<file path="src/hw/rtl/sh0_sqrt.sv">
// ---------------------------------------------------------------------------
// sh0_sqrt: iterative integer square root
// Classic digit-by-digit root of a 64-bit value, 32 steps, rounded to nearest.
// ---------------------------------------------------------------------------
`timescale 1ns / 1ps
`default_nettype none

module sh0_sqrt (
  input  logic        clk,
  input  logic        rst,
  input  logic        start,
  input  logic [63:0] v,
  output logic        done,
  output logic [63:0] root
);

  logic [63:0] vv, res, bitv, trial;
  logic [4:0]  cnt;
  logic        run, fin;

  assign trial = res + bitv;

  always_ff @(posedge clk) begin
    if (rst) begin
      run  <= 1'b0;
      fin  <= 1'b0;
      done <= 1'b0;
    end else begin
      done <= 1'b0;
      fin  <= 1'b0;
      if (start) begin
        run  <= 1'b1;
        vv   <= v;
        res  <= '0;
        bitv <= 64'd1 << 62;
        cnt  <= 5'd0;
      end else if (run) begin
        if (vv >= trial) begin
          vv  <= vv - trial;
          res <= (res >> 1) + bitv;
        end else begin
          res <= res >> 1;
        end
        bitv <= bitv >> 2;
        cnt  <= cnt + 5'd1;
        if (cnt == 5'd31) begin
          run <= 1'b0;
          fin <= 1'b1;
        end
      end
      if (fin) begin
        root <= (vv > res) ? res + 64'd1 : res;
        done <= 1'b1;
      end
    end
  end

endmodule

`default_nettype wire

</file>
<file path="config.mk">
export PLATFORM = sky130hd
export DESIGN_NAME = sh0_sqrt
export DESIGN_NICKNAME = d
export VERILOG_FILES = /design/src/hw/rtl/sh0_sqrt.sv
export SDC_FILE = /design/constraint.sdc
export NUM_CORES = 1
export LEC_CHECK = 0
export BUFFER_PORTS_ARGS = -buffer_cell sky130_fd_sc_hd__clkbuf_2
export CORE_MARGIN = 2
export CORE_UTILIZATION = 29
export CTS_CLUSTER_SIZE = 30
export DETAILED_ROUTE_END_ITERATION = 7
export GPL_ROUTABILITY_DRIVEN = 1
export GPL_TIMING_DRIVEN = 1
export PLACE_DENSITY = 0.53
export SYNTH_ARGS = -nofsm -noshare
export SYNTH_HDL_FRONTEND = slang
export SYNTH_SLANG_ARGS = --single-unit
export TNS_END_PERCENT = 20
</file>
<file path="constraint.sdc">
create_clock -name clk -period 17.4 [get_ports clk]
set_input_delay 3.48 -clock clk [delete_from_list [all_inputs] [get_ports clk]]
set_output_delay 3.48 -clock clk [all_outputs]
set_load 0.02 [all_outputs]
</file>
# [After elaboration in Yosys (flattened, before gate mapping)]
# Index checks and enable logic that the tools add are counted.
# Widths: inputs -> output; s select.
[word_totals] regBits=232 input_bits=67 wordCells=37 out_inout_bits=65
[op_classes] order_cmp=2 n_bitwise=2 n_eq_ne=1 reduce_logical=6 n_addsub=5 n_mux=13
[op_table] operator="$mux 64" n=6
[op_table] operator="$add 63x63->64" n=1
[op_table] operator="$add 64x1->64 const B" n=1
[op_table] operator="$add 64x63->64" n=1
[op_table] operator="$ge 64x64->1" n=1
[op_table] operator="$gt 64x64->1" n=1
[op_table] operator="$sub 64x64->64" n=1
[op_table] operator="$mux 63" n=1
[op_table] operator="$add 5x1->5 const B" n=1
[op_table] operator="$eq 5x5->1 const B" n=1
[op_table] operator="$mux 1" n=5
[op_table] operator="$mux 5" n=1
[op_table] operator="$reduce_and 2->1" n=2
[op_table] operator="$reduce_bool 2->1" n=2
[op_table] operator="$reduce_and 3->1" n=1
[op_table] operator="$reduce_or 3->1" n=1
[op_table] operator="$not 1->1" n=2

# [Logic depth before layout (Yosys ltp)]
[depth] word_depth=5 ltp_mapped=25

# [Least setup slack after synthesis]
# OpenSTA, ideal clock, no wires.
[synth_timing] path_type="flip-flop to flip-flop" startpoint="reg res[6]" endpoint="reg vv[0] (enable)" required_time_ns=16.914 path_slack_ns=9.309 t_arrival_ns=7.604 path_stages_with_launch=23 cell_sequence="edfxtp_1 > ha_1 > and4_1 > or3b_1 > a21oi_1 > o21ai_0 > a2111oi_0 > o21bai_1 > a21oi_1 > nor3_1 > o21ai_0 > xnor2_1 > ha_1 > clkbuf_1 > nand4_1 > nor4_1 > a21oi_1 > o31ai_1 > a31o_2 > buf_2 > clkbuf_1 > nor2_1 > nor2_1"
[synth_via] elab_chain_cells=4
[synth_lines] element="start, declared" line_no="17" text="logic [63:0] vv, res, bitv, trial;"
[synth_lines] element="start signal, assigned" line_no="40" text="res <= (res >> 1) + bitv;"
[synth_lines] element="start signal, assigned" line_no="42" text="res <= res >> 1;"
[synth_lines] element="$add 64x63->64" line_no="21" text="assign trial = res + bitv;"
[synth_lines] element="$ge 64x64->1" line_no="38" text="if (vv >= trial) begin"
[synth_lines] element="$reduce_bool 2->1 (no line)"
[synth_lines] element="$reduce_and 3->1 (no line)"
[synth_lines] element="end signal, assigned" line_no="33" text="vv <= v;"
[synth_lines] element="end signal, assigned" line_no="39" text="vv <= vv - trial;"
[synth_lines] element="end, declared" line_no="17"
# Every way passes these cells.
# A chain may end at the register's enable or synchronous reset.

# [Worst setup path in the final report]
[layout_timing] startpoint="reg res[6]" endpoint="reg vv[11] (enable)"
# The elaborated chain is that of the path after synthesis.

==> summary.txt <==
fraction of layout cells with a size suffix above 1 - 0.104
f_max - 0.126 GHz
clk_skew - 19.8 ps
Synth area leader - edfxtp_1
DP HPWL - 54,600 um
Post-CTS Hold Buffers - 0
CTS H-tree lvls - 1
Synthesized Nets - 2,571
GR Layer Usage met2 - 0.287
Post-Synthesis Cells - 2,306
final instance area - 0.0229 mm2
largest stage delay on the critical path - 870 ps
fin nets - 2,641
count leader, synth - nand2_1
clock network fraction of total power - 0.263
M1 GR Usage - 0.280
row cnt - 97
DP Cell Count - 3,286
Gate power share - 0.418
internal power - 1430 uW
core footprint - 0.0698 mm2
actual slew at the worst max-slew pin - 1040 ps
Peak VDD IR - 0.0859 mV
num ports - 132
Yosys cell types - 88
IO buf count - 131
cell area after synthesis - 0.0204 mm2
worst-skew pair later-pin latency - 580 ps
top-area cell type share of the netlist area - 0.338
CTS Buffer Depth - 3
relative slew slack - 0.305
Tmin final - 7910 ps
Synth Register Bits - 232
Initial DRT Pass Iterations - 6
CP top delay family - compound AO/OA/AOI/OAI gates
Final Instance Count excl. Fillers - 3,338
Post-CTS Resized - 0
largest net degree at the start of global routing - 97
switching power - 951 uW
final hold vios - 0
GRT met3 Usage - 0.0181
Via Count - 18,175
Worst setup EP type - register
Leakage - 0.00879 uW
CTS tree - built
vias in the first global route - 17,331
setup violators final - 0
Post-synth top cells - 248 x nand2_1, 229 x edfxtp_1, 197 x ha_1
All-Layer GR Usage - 0.187
clk sink count - 232
max-cap viol count - 0
GRT Residual Overflow - 0
initial core utilization - 0.292
Final Max Tran Viols - 0
setup_tns - 0 ps
crit path cell chain - ha_1 > and4_1 > or3b_1 > a21oi_1 > o21ai_0 > a2111oi_0 > o21bai_1 > a21oi_1 > nor3_1 > o21ai_0 > xnor2_1 > ha_1 > nand4_1 > nor4_1 > a21oi_1 > o31ai_1 > a31o_2 > buf_4 > nor2_1 > nor2_4 > buf_4
Syn. warnings - 0
post-synthesis async set-or-reset flop share - 0
detailed-route DRC error count - 0
Worst Hold Class - reg -> reg
register area share after synthesis - 0.341
post-CTS setup repair buffer count - 0
Worst path most repeated cell - a21oi_1
Area Overhead vs Synth - 12.3%
initial antenna violation count - 0
Via density - 5.44
RSZ-0062 raised after global routing - no
CP Data Required Time - 17,600 ps
Synth area leaders - edfxtp_1 34%, ha_1 12%, xnor2_1 7.0%
Critical Path Source Type - register
DIE WIDTH - 269 um
Syn Area/Cell - 8.83 um2
Reg power frac - 0.319
Antenna Nets Post-Route - 0
Post-Route WL - 69,100 um
EDFF count, synth - 229
Clock transition at path regs - 60 ps
full die area - 0.0724 mm2
GR peak layer - met2
CP max-delay cell - a2111oi_0
Bufs and invs on worst path - 2
initial DRC count - 1,642
crit path DAT - 8110 ps
status - finished, final reports clean
first-pass GRT wire length - 105,000 um
wire per inst - 20.7 um
total CTS buffers - 28
pwr dens - 104 mW/mm2
Final Wtd Congestion - 0.933
clk root buf - clkbuf_16
WS Path Type - reg -> reg
CP max FO - 64
Synth Flop Type - edfxtp_1
Tcrit/Tclk final - 0.455
dpl cell area - 0.0219 mm2
Die Y - 269 um
switch share - 0.399
[final timing paths]
kind                                            from               end  slack, ps  cells past startpoint
worst max-delay path            res[6]$_SDFFCE_PP0P_  vv[11]$_DFFE_PP_       9490                     21
worst min-delay path                  fin$_SDFF_PP0_   done$_SDFF_PP0_        470                      1
worst max register to register  res[6]$_SDFFCE_PP0P_  vv[11]$_DFFE_PP_       9490                     21
worst min register to register        fin$_SDFF_PP0_   done$_SDFF_PP0_        470                      1
[power by group through the flow]
stage               combinational [uW]  clock (uW)  sequential, uW
floorplan                          740           0             730
global placement                   972           0             769
detailed placement                 978           0             770
CTS                                984         642             759
global route                      1100         661             767
finish                             995         627             761
[registers in the layout, indices dropped and copies added, names as in the netlist]
| name | count |
|---|---|
| done | 1 |
| cnt | 5 |
| fin | 1 |
| vv | 64 |
| bitv | 32 |
| run | 1 |
| res | 64 |
| root | 64 |
[layout make-up]
type                       instances  area (um2)
fill                            7213       46900
timing repair buffer             141         737
inverter                          87         329
multi-input combinational       1886       12700
sequential                       232        6940
antenna                            1        2.50
tap                              940        1180
clock inverter                    22         244
clock buffer                      29         726
[logic make-up (layout without fill, tap and decap cells)]
family          Yosys count  after routing  synth area share
xor+xnor                227            227            0.0976
mux                       5              5           0.00270
simple gates            799            799             0.195
compound gates          657            657             0.206
flops                   232            232             0.341
other cells               0              1                 0
buf+inv                 188            279            0.0361
fa+ha+maj               198            198             0.122
[metrics by stage]
| step | utilization | total power [uW] | hold slack, ps | setup WS [ps] |
|---|---|---|---|---|
| 6_report | 0.328 | 2380 | 468 | 9490 |
| 3_3_place_gp | 0.314 | 1740 | 457 | 9600 |
| 3_5_place_dp | 0.314 | 1750 | 462 | 9630 |
| 5_1_grt | 0.328 | 2530 | 497 | 9040 |
| 4_1_cts | 0.328 | 2380 | 475 | 9600 |
| 2_1_floorplan | - | 1470 | 430 | 9310 |
[per-layer routing]
layer	wire (um)	vias to the layer above
met5	0	-
met4	1420	0
met3	4560	72
met2	30100	669
met1	33000	8736
li1	-	8698
[layout by cell type (no fill, tap or decap), drive strengths merged, types with 5 or more instances in the layout]
master,count
a211oi,31
a21boi,8
a21o,89
a21oi,158
a221oi,5
a311oi,5
a31o,24
a31oi,62
a41oi,5
and2,24
and3,36
and4,11
buf,11
clkbuf,159
clkinv,15
edfxtp,229
ha,197
inv,89
nand2,248
nand2b,13
nand3,67
nand4,67
nor2,164
nor2b,47
nor3,43
nor4,28
o211ai,12
o21a,6
o21ai,162
o21bai,29
o22ai,5
o31ai,16
or2,9
or3,24
or4,7
xnor2,162
xor2,65
Power figures use the tool's default switching activity.
