==> config.mk <==
export PLATFORM = sky130hd
export DESIGN_NAME = sh0_div
export DESIGN_NICKNAME = d
export VERILOG_FILES = /design/src/hw/rtl/sh0_pkg.sv /design/src/hw/rtl/sh0_div.sv
export SDC_FILE = /design/constraint.sdc
export NUM_CORES = 1
export LEC_CHECK = 0
export BUFFER_PORTS_ARGS = -buffer_cell sky130_fd_sc_hd__buf_4
export CAP_MARGIN = 20
export CORE_MARGIN = 2
export CORE_UTILIZATION = 55
export CTS_BUF_LIST = sky130_fd_sc_hd__clkbuf_4 sky130_fd_sc_hd__clkbuf_8
export DETAILED_ROUTE_END_ITERATION = 6
export GPL_TIMING_DRIVEN = 0
export PLACE_DENSITY_LB_ADDON = 0.15
export SLEW_MARGIN = 15
export SYNTH_ARGS = -nofsm -noshare
export SYNTH_HDL_FRONTEND = slang
export SYNTH_SLANG_ARGS = --single-unit
==> constraint.sdc <==
create_clock -name clk -period 11.62 [get_ports clk]
set_input_delay 2.324 -clock clk [delete_from_list [all_inputs] [get_ports clk]]
set_output_delay 2.324 -clock clk [all_outputs]
set_load 0.02 [all_outputs]
==> src/hw/rtl/sh0_pkg.sv <==
// ---------------------------------------------------------------------------
// sh0_pkg: shared types and constants for the Struve H0 unit
// Fixed-point constants (Q23.40), polynomial tables and small helper functions
// used by the sequencer and its arithmetic units.
// ---------------------------------------------------------------------------
`timescale 1ns / 1ps
`default_nettype none

package sh0_pkg;

  localparam int MAX_SERIES_TERMS_DEF = 60;
  localparam int MAX_ASYM_TERMS_DEF   = 25;

  typedef logic signed [63:0] q40_t;

  localparam q40_t ONE_Q40          = 64'sh0000_0100_0000_0000;
  localparam q40_t SAT_POS          = 64'sh7FFF_FFFF_FFFF_FFFF;
  localparam q40_t SAT_NEG          = -SAT_POS;
  localparam q40_t HALF_PI_Q40      = 64'sh0000_0192_1FB5_4443;
  localparam q40_t HALF_PI_HALF_Q40 = HALF_PI_Q40 >>> 1;
  localparam q40_t QUARTER_PI_Q40   = 64'sh0000_00C9_0FDA_A221;
  localparam q40_t TWO_OVER_PI_Q40  = 64'sh0000_00A2_F983_6E4E;
  localparam q40_t EPS_Q64          = 64'sd18446744;

  // Argument thresholds in the Q11.20 input format.
  localparam logic [31:0] X_SERIES_MAX = 32'd20 << 20;
  localparam logic [31:0] X_ASYM_CAP   = 32'd50 << 20;

  // Decimal coefficient m * 1e-10 converted to Q40, rounded.
  function automatic q40_t dec10(input logic [63:0] m);
    logic [63:0] v;
    v = ((m << 30) + 64'd4882812) / 64'd9765625;
    return q40_t'(v);
  endfunction

  localparam q40_t P_COEF [6] = '{
    -dec10(64'd37043), dec10(64'd173565), -dec10(64'd487613),
    dec10(64'd1734300), -dec10(64'd17530620), dec10(64'd3989422793)
  };

  localparam q40_t Q_COEF [6] = '{
    dec10(64'd32312), -dec10(64'd142078), dec10(64'd342468),
    -dec10(64'd869791), dec10(64'd4564324), -dec10(64'd124669441)
  };

  typedef enum logic [5:0] {
    ST_IDLE, ST_INIT,
    ST_SER_U, ST_SER_RU, ST_SER_RUU, ST_SER_CHK, ST_SER_H1, ST_SER_H2,
    ST_ASY_KM, ST_ASY_V, ST_ASY_VV, ST_ASY_R, ST_ASY_CHK,
    ST_ASY_T, ST_ASY_T2, ST_ASY_P, ST_ASY_Q, ST_ASY_QT,
    ST_ASY_N, ST_ASY_NH, ST_ASY_R2,
    ST_SIN_M, ST_SIN_D, ST_COS_M, ST_COS_D, ST_ASY_QUAD,
    ST_ASY_SQ, ST_ASY_W, ST_ASY_PS, ST_ASY_QC, ST_ASY_BY, ST_ASY_G, ST_ASY_H,
    ST_FIN
  } state_t;

  typedef struct packed {
    logic start;
    logic raw;    // keep the exact 128-bit product, no rounding
  } mul_req_t;

  typedef struct packed {
    logic start;
    logic frac;   // rounded Q40 quotient; otherwise plain integer quotient
  } div_req_t;

  function automatic logic [63:0] mag64(input q40_t a);
    return a[63] ? 64'(-a) : 64'(a);
  endfunction

  function automatic q40_t sat_add(input q40_t a, input q40_t b);
    logic signed [64:0] s;
    logic signed [64:0] lim;
    lim = 65'(SAT_POS);
    s = 65'(a) + 65'(b);
    if (s > lim) begin
      return SAT_POS;
    end else if (s < -lim) begin
      return SAT_NEG;
    end
    return s[63:0];
  endfunction

endpackage

`default_nettype wire

==> src/hw/rtl/sh0_div.sv <==
// ---------------------------------------------------------------------------
// sh0_div: bit-serial unsigned divider
// Restoring long division, one quotient bit per cycle. Integer mode gives
// n / d in 64 steps; fraction mode gives round(n * 2^40 / d) in 104 steps,
// saturated to the largest positive Q40 value.
// ---------------------------------------------------------------------------
`timescale 1ns / 1ps
`default_nettype none

module sh0_div (
  input  logic             clk,
  input  logic             rst,
  input  sh0_pkg::div_req_t req,
  input  logic [63:0]      n,
  input  logic [63:0]      d,
  output logic             done,
  output sh0_pkg::q40_t    q
);
  import sh0_pkg::*;

  logic [103:0] num;
  logic [64:0]  rem;
  logic [63:0]  quo, dd;
  logic         ovf, frac, run, fin;
  logic [6:0]   cnt;
  logic [64:0]  rem_sh;
  logic         ge;
  logic [64:0]  qr;
  logic         rnd;

  always_comb begin
    rem_sh = {rem[63:0], num[103]};
    ge     = rem_sh >= {1'b0, dd};
    rnd    = {rem[63:0], 1'b0} >= {1'b0, dd};
    qr     = {1'b0, quo} + 65'(rnd);
  end

  always_ff @(posedge clk) begin
    if (rst) begin
      run  <= 1'b0;
      fin  <= 1'b0;
      done <= 1'b0;
    end else begin
      done <= 1'b0;
      fin  <= 1'b0;
      if (req.start) begin
        run  <= 1'b1;
        num  <= {n, 40'd0};
        rem  <= '0;
        quo  <= '0;
        ovf  <= 1'b0;
        dd   <= d;
        frac <= req.frac;
        cnt  <= req.frac ? 7'd104 : 7'd64;
      end else if (run) begin
        rem <= ge ? rem_sh - {1'b0, dd} : rem_sh;
        quo <= {quo[62:0], ge};
        ovf <= ovf | quo[63];
        num <= num << 1;
        cnt <= cnt - 7'd1;
        if (cnt == 7'd1) begin
          run <= 1'b0;
          fin <= 1'b1;
        end
      end
      if (fin) begin
        if (!frac) begin
          q <= q40_t'(quo);
        end else if (ovf || quo[63] || qr[63]) begin
          q <= SAT_POS;
        end else begin
          q <= q40_t'(qr[63:0]);
        end
        done <= 1'b1;
      end
    end
  end

endmodule

`default_nettype wire

Word-level counts from Yosys, hierarchy flattened
Index checks and enable logic that the tools add are counted.
Widths: inputs -> output; s select.

word-level totals
  register bits = 371
  word-level logic and storage cells = 44

operators by class
  reductions and logical operators = 7
  bitwise operators = 3
  mux-type cells = 16
  order comparisons = 2
  equal/unequal tests = 1
  add/sub/neg operators = 3

operator list
  operator             number
  $mux 64              5
  $mux 104             2
  $ge 65x64->1         2
  $add 64x1->64        1
  $sub 64x64->64       1
  $mux 7               2
  $eq 7x1->1 const B   1
  $sub 7x1->7 const B  1
  $mux 1               6
  $mux 6               1
  $reduce_and 2->1     3
  $reduce_or 3->1      1
  $logic_or 1x1->1     2
  $not 1->1            2
  $reduce_bool 2->1    1
  $or 1x1->1           1

Depth between registers and ports, before layout
  depth in word-level cells = 5
  depth in mapped cells = 21
  gate-level depth less buffers = 20

Least setup slack after synthesis
No wires, ideal clock.

  path kind = input port to flip-flop
  from = input port req[1] in the netlist's numbering
  to = register cnt[0] (enable)
  setup slack = -0.121 ns
  required time = 10.857 ns
  library setup time = 0.763 ns
  stages on the path = 3
  data arrival time = 10.978 ns
  cells stage by stage = clkbuf_1 > nor2_1 > nor2_1

between the ends
  word-level cells in the longest chain between the ends = 2

RTL lines
  item                                RTL line       RTL
  from (decl)                         sh0_div.sv:13  input sh0_pkg::div_req_t req,
  $reduce_bool 2->1 (no source line)  --
  $reduce_and 2->1 (no source line)   --
  to (signal assigned)                sh0_div.sv:54  cnt <= req.frac ? 7'd104 : 7'd64;
  to (signal assigned)                sh0_div.sv:60  cnt <= cnt - 7'd1;
  to (decl)                           sh0_div.sv:25  logic [6:0] cnt;

No other way between the ends.
A chain may end at the register's enable or synchronous reset.

Worst setup path after layout
  from = register rem[19]
  to = register q[59], data pin

between the ends
  word-level cells in the longest chain between the ends = 5

RTL lines
  item                    RTL line       RTL
  from (decl)             sh0_div.sv:22  logic [64:0] rem;
  from (signal assigned)  sh0_div.sv:56  rem <= ge ? rem_sh - {1'b0, dd} : rem_sh;
  $ge 65x64->1 *          sh0_div.sv:34  rnd = {rem[63:0], 1'b0} >= {1'b0, dd};
  $add 64x1->64 *         sh0_div.sv:35  qr = {1'b0, quo} + 65'(rnd);
  $logic_or 1x1->1        sh0_div.sv:69  end else if (ovf || quo[63] || qr[63]) begin
  $mux 64 *               sh0_div.sv:69
  $mux 64 *               sh0_div.sv:67  if (!frac) begin
  to (signal assigned)    sh0_div.sv:68  q <= q40_t'(quo);
  to (signal assigned)    sh0_div.sv:72  q <= q40_t'(qr[63:0]);
  to (decl)               sh0_div.sv:17  output sh0_pkg::q40_t q

Every way passes the cells marked *; elsewhere a longest branch is shown, timed or not.

==> metrics.txt <==
Synth Flop Type=edfxtp_1; row count=66; CP Cell Sequence=ha_1 > clkbuf_2 > a21oi_1 > o21ai_0 > a2111oi_0 > nor2_1 > a21boi_0 > o21bai_1 > a211oi_2 > o21ai_0 > ha_1 > nand3_1 > nor2_1 > and3_1 > clkbuf_1 > nand2_1 > o21a_1 > clkbuf_1 > clkbuf_1 > nand3_1; CTS clock-pin slew for the worst setup and hold paths=0.06 ns; Initial DRC Count=between 900 and 1000; Synth Area in Adders=about 5%; CP max FO=10; async set-or-reset flop fraction in the synthesized netlist=0%; Leak Pwr=8.31 nW; average cell area after synthesis=11.1 um2; grt ovf=0; hold slack=0.489 ns; R2R setup slack=around 5.8 ns; Ys Warns=0; skew final=0.0240 ns; # resized after CTS=0; sequential-to-total area share from yosys stat=between 50% and 60%; Remaining DRCs=0; RSZ-0062 raised after global routing=false; EDFF count, synth=329; Total Wirelength=around 41000 um; Critical-path top delay cell=a2111oi_0; TritonCTS clock tree=built; die span in x=185 um; vias per inst=5.50; hold_buf cts=0; die height=185 um; synthesized net count=approximately 1800; crit path DAT=between 6 and 7 ns; most common cell after layout, fill and taps aside=edfxtp_1; cell repeated most along the worst path=clkbuf_1; number of global-route vias before repair=12900; RePlAce Congestion=0.918; Final nets=2083; Reg area=9940 um2; core box area=32300 um2; wire length per cell=17.3 um; Max Slew Vio Count=0; Die Area=34100 um2; outcome=complete, no violations; P&R area growth vs syn=19.1%; footprint of the multi-input gates=roughly 7400 um2; Mapped Cells=between 1500 and 2000; layout cell share with drive strength beyond 1=between 20% and 30%; Slew headroom=34.9%; Synth Area in Simple Gates=15.5%; HP Class=reg2reg; filler cell count in the final layout=2492; num ports=approximately 200; Initial Utilization=roughly 56%; TNS Setup=0 ns; max-cap violation count=0; crit path time final=5.80 ns; Cell variety after synth=77; Fin. Hold Viols=0; slowest cell delay on critical path=0.46 ns; register bit total from synthesis=332; global-route wire length before repair=65200 um; Worst Max-Slew Pin Slew=0.968 ns; initial antenna violation count=0; post-route ant nets=0; Final Cycle Share=between 40% and 50%; XOR/XNOR Fraction of Synth Area=5.67%; CP Class=reg2reg; mux share of post-synthesis cell area=4.13%; IO buf count=approximately 200; post-detail-place hpwl=30300 um; clock buffer depth=3; compound-gate portion of the synthesized area=10.8%; GRT Resource Usage Total=24.2%; Mapped Area=17900 um2; commonest cells after routing, fill and taps aside=edfxtp_1 (329), nand2_1 (232), buf_4 (200); Pwr Density=about 150 nW/um2; clock sink total=between 300 and 400; VDD IR max=0.121 mV; crit end category=flip-flop; largest family of logic cells by synthesized area=simple AND/OR/NAND/NOR gates; CTS Buf Count=54; post-CTS setup buffers=0; Required @ worst endpoint=11.94 ns; CTS HTree Levels=2; clk root buf=clkbuf_8; later-pin clock latency in the skew report=0.61 ns; largest net degree at the start of global routing=34; diode count=0; CP startpoint kind=flip-flop; Setup violations, final=0; Vias=13000; drt pass-1 iters=5; Peak Freq=roughly 0.17 GHz
registers in the layout, indices dropped and copies added (netlist names):
register  count
cnt           7
quo          64
frac          1
run           1
num          64
fin           1
dd           64
q            64
rem          64
done          1
ovf           1
worst max-delay path: cells and delay by family, from the launching register on:
family	cells	cell delay, ns
adder cells (fa/ha/maj)	2	0.67
buffers and inverters	4	1.21
flip-flops	1	0.40
AND/OR/NAND/NOR	6	0.96
AO/OA/AOI/OAI	8	2.27
path summary, 6_finish.rpt:
path	startpoint	end	cells after the start
min	run	fin	1
max reg2reg	rem[19]	q[59]	20
min reg2reg	run	fin	1
max	rem[19]	q[59]	20
final cells by class:
class	count	area share [%]
Timing Repair Buffer	208	8.16
Clock inverter	21	0.703
Buffer	69	1.44
Multi-Input combinational cell	1128	34.5
Clock buffer	78	4.44
Sequential cell	332	46.6
Tap cell	442	2.59
Inverter	88	1.55
stage by stage:
step           std cells  power [mW]  cell area, um2  setup slack (ns)  utilization, %
2_1_floorplan       1617        1.93           17900              3.26               -
3_3_place_gp        2255        2.10           20000             0.779            61.8
3_5_place_dp        2267        2.11           20200              5.90            62.7
4_1_cts             2366        3.16           21300              5.89            66.1
5_1_grt             2366        3.28           21300              5.48            66.1
6_report            2366        3.13           21300              5.82            66.1
kinds of logic after synthesis:
group,after synthesis
AOI/OAI and AO/OA,305
xor gates and xnor gates,116
adders and majority gates,70
buffers and inverters,157
DFF,332
muxes,66
and+or+nand+nor,571
metal layers:
layer / part of all wire, % / vias to the layer above / global-route usage (%)
met1: 44 / 6150 / 31.6
met3: 5.0 / 84 / 3.69
met2: 48 / 394 / 41.1
met4: 3.0 / 0 / 8.42
met5: 0 / - / 0
li1: - / 6396 / -
synthesized netlist by cell type, types with 6 or more instances:
| library cell | number | area (um2) |
|---|---|---|
| and3_1 | 30 | 188 |
| ha_1 | 69 | 863 |
| nand4_1 | 36 | 225 |
| nor2b_1 | 74 | 463 |
| a21o_1 | 24 | 180 |
| a31oi_1 | 9 | 56.3 |
| o21a_1 | 14 | 105 |
| nor4_1 | 7 | 43.8 |
| and2_1 | 9 | 56.3 |
| and4_1 | 6 | 52.6 |
| nand2b_1 | 7 | 43.8 |
| mux2_2 | 64 | 721 |
| inv_1 | 87 | 327 |
| xnor2_1 | 55 | 482 |
| o21ai_0 | 44 | 220 |
| o21bai_1 | 16 | 120 |
| o31ai_1 | 6 | 45.0 |
| edfxtp_1 | 329 | 9880 |
| buf_2 | 19 | 95.1 |
| nand3_1 | 41 | 205 |
| xor2_1 | 61 | 534 |
| a21oi_1 | 128 | 641 |
| a211oi_1 | 23 | 173 |
| nor3_1 | 14 | 70.1 |
| nor2_1 | 91 | 342 |
| clkbuf_1 | 40 | 150 |
| nand2_1 | 232 | 871 |
power breakdown:
group | internal, mW | switching [mW] | total, mW | leakage, nW
clock network | 0.569 | 0.464 | 1.03 | 0.584
registers | 1.42 | 0.0390 | 1.45 | 3.15
logic | 0.267 | 0.378 | 0.645 | 4.58
Power figures use the tool's default switching activity.
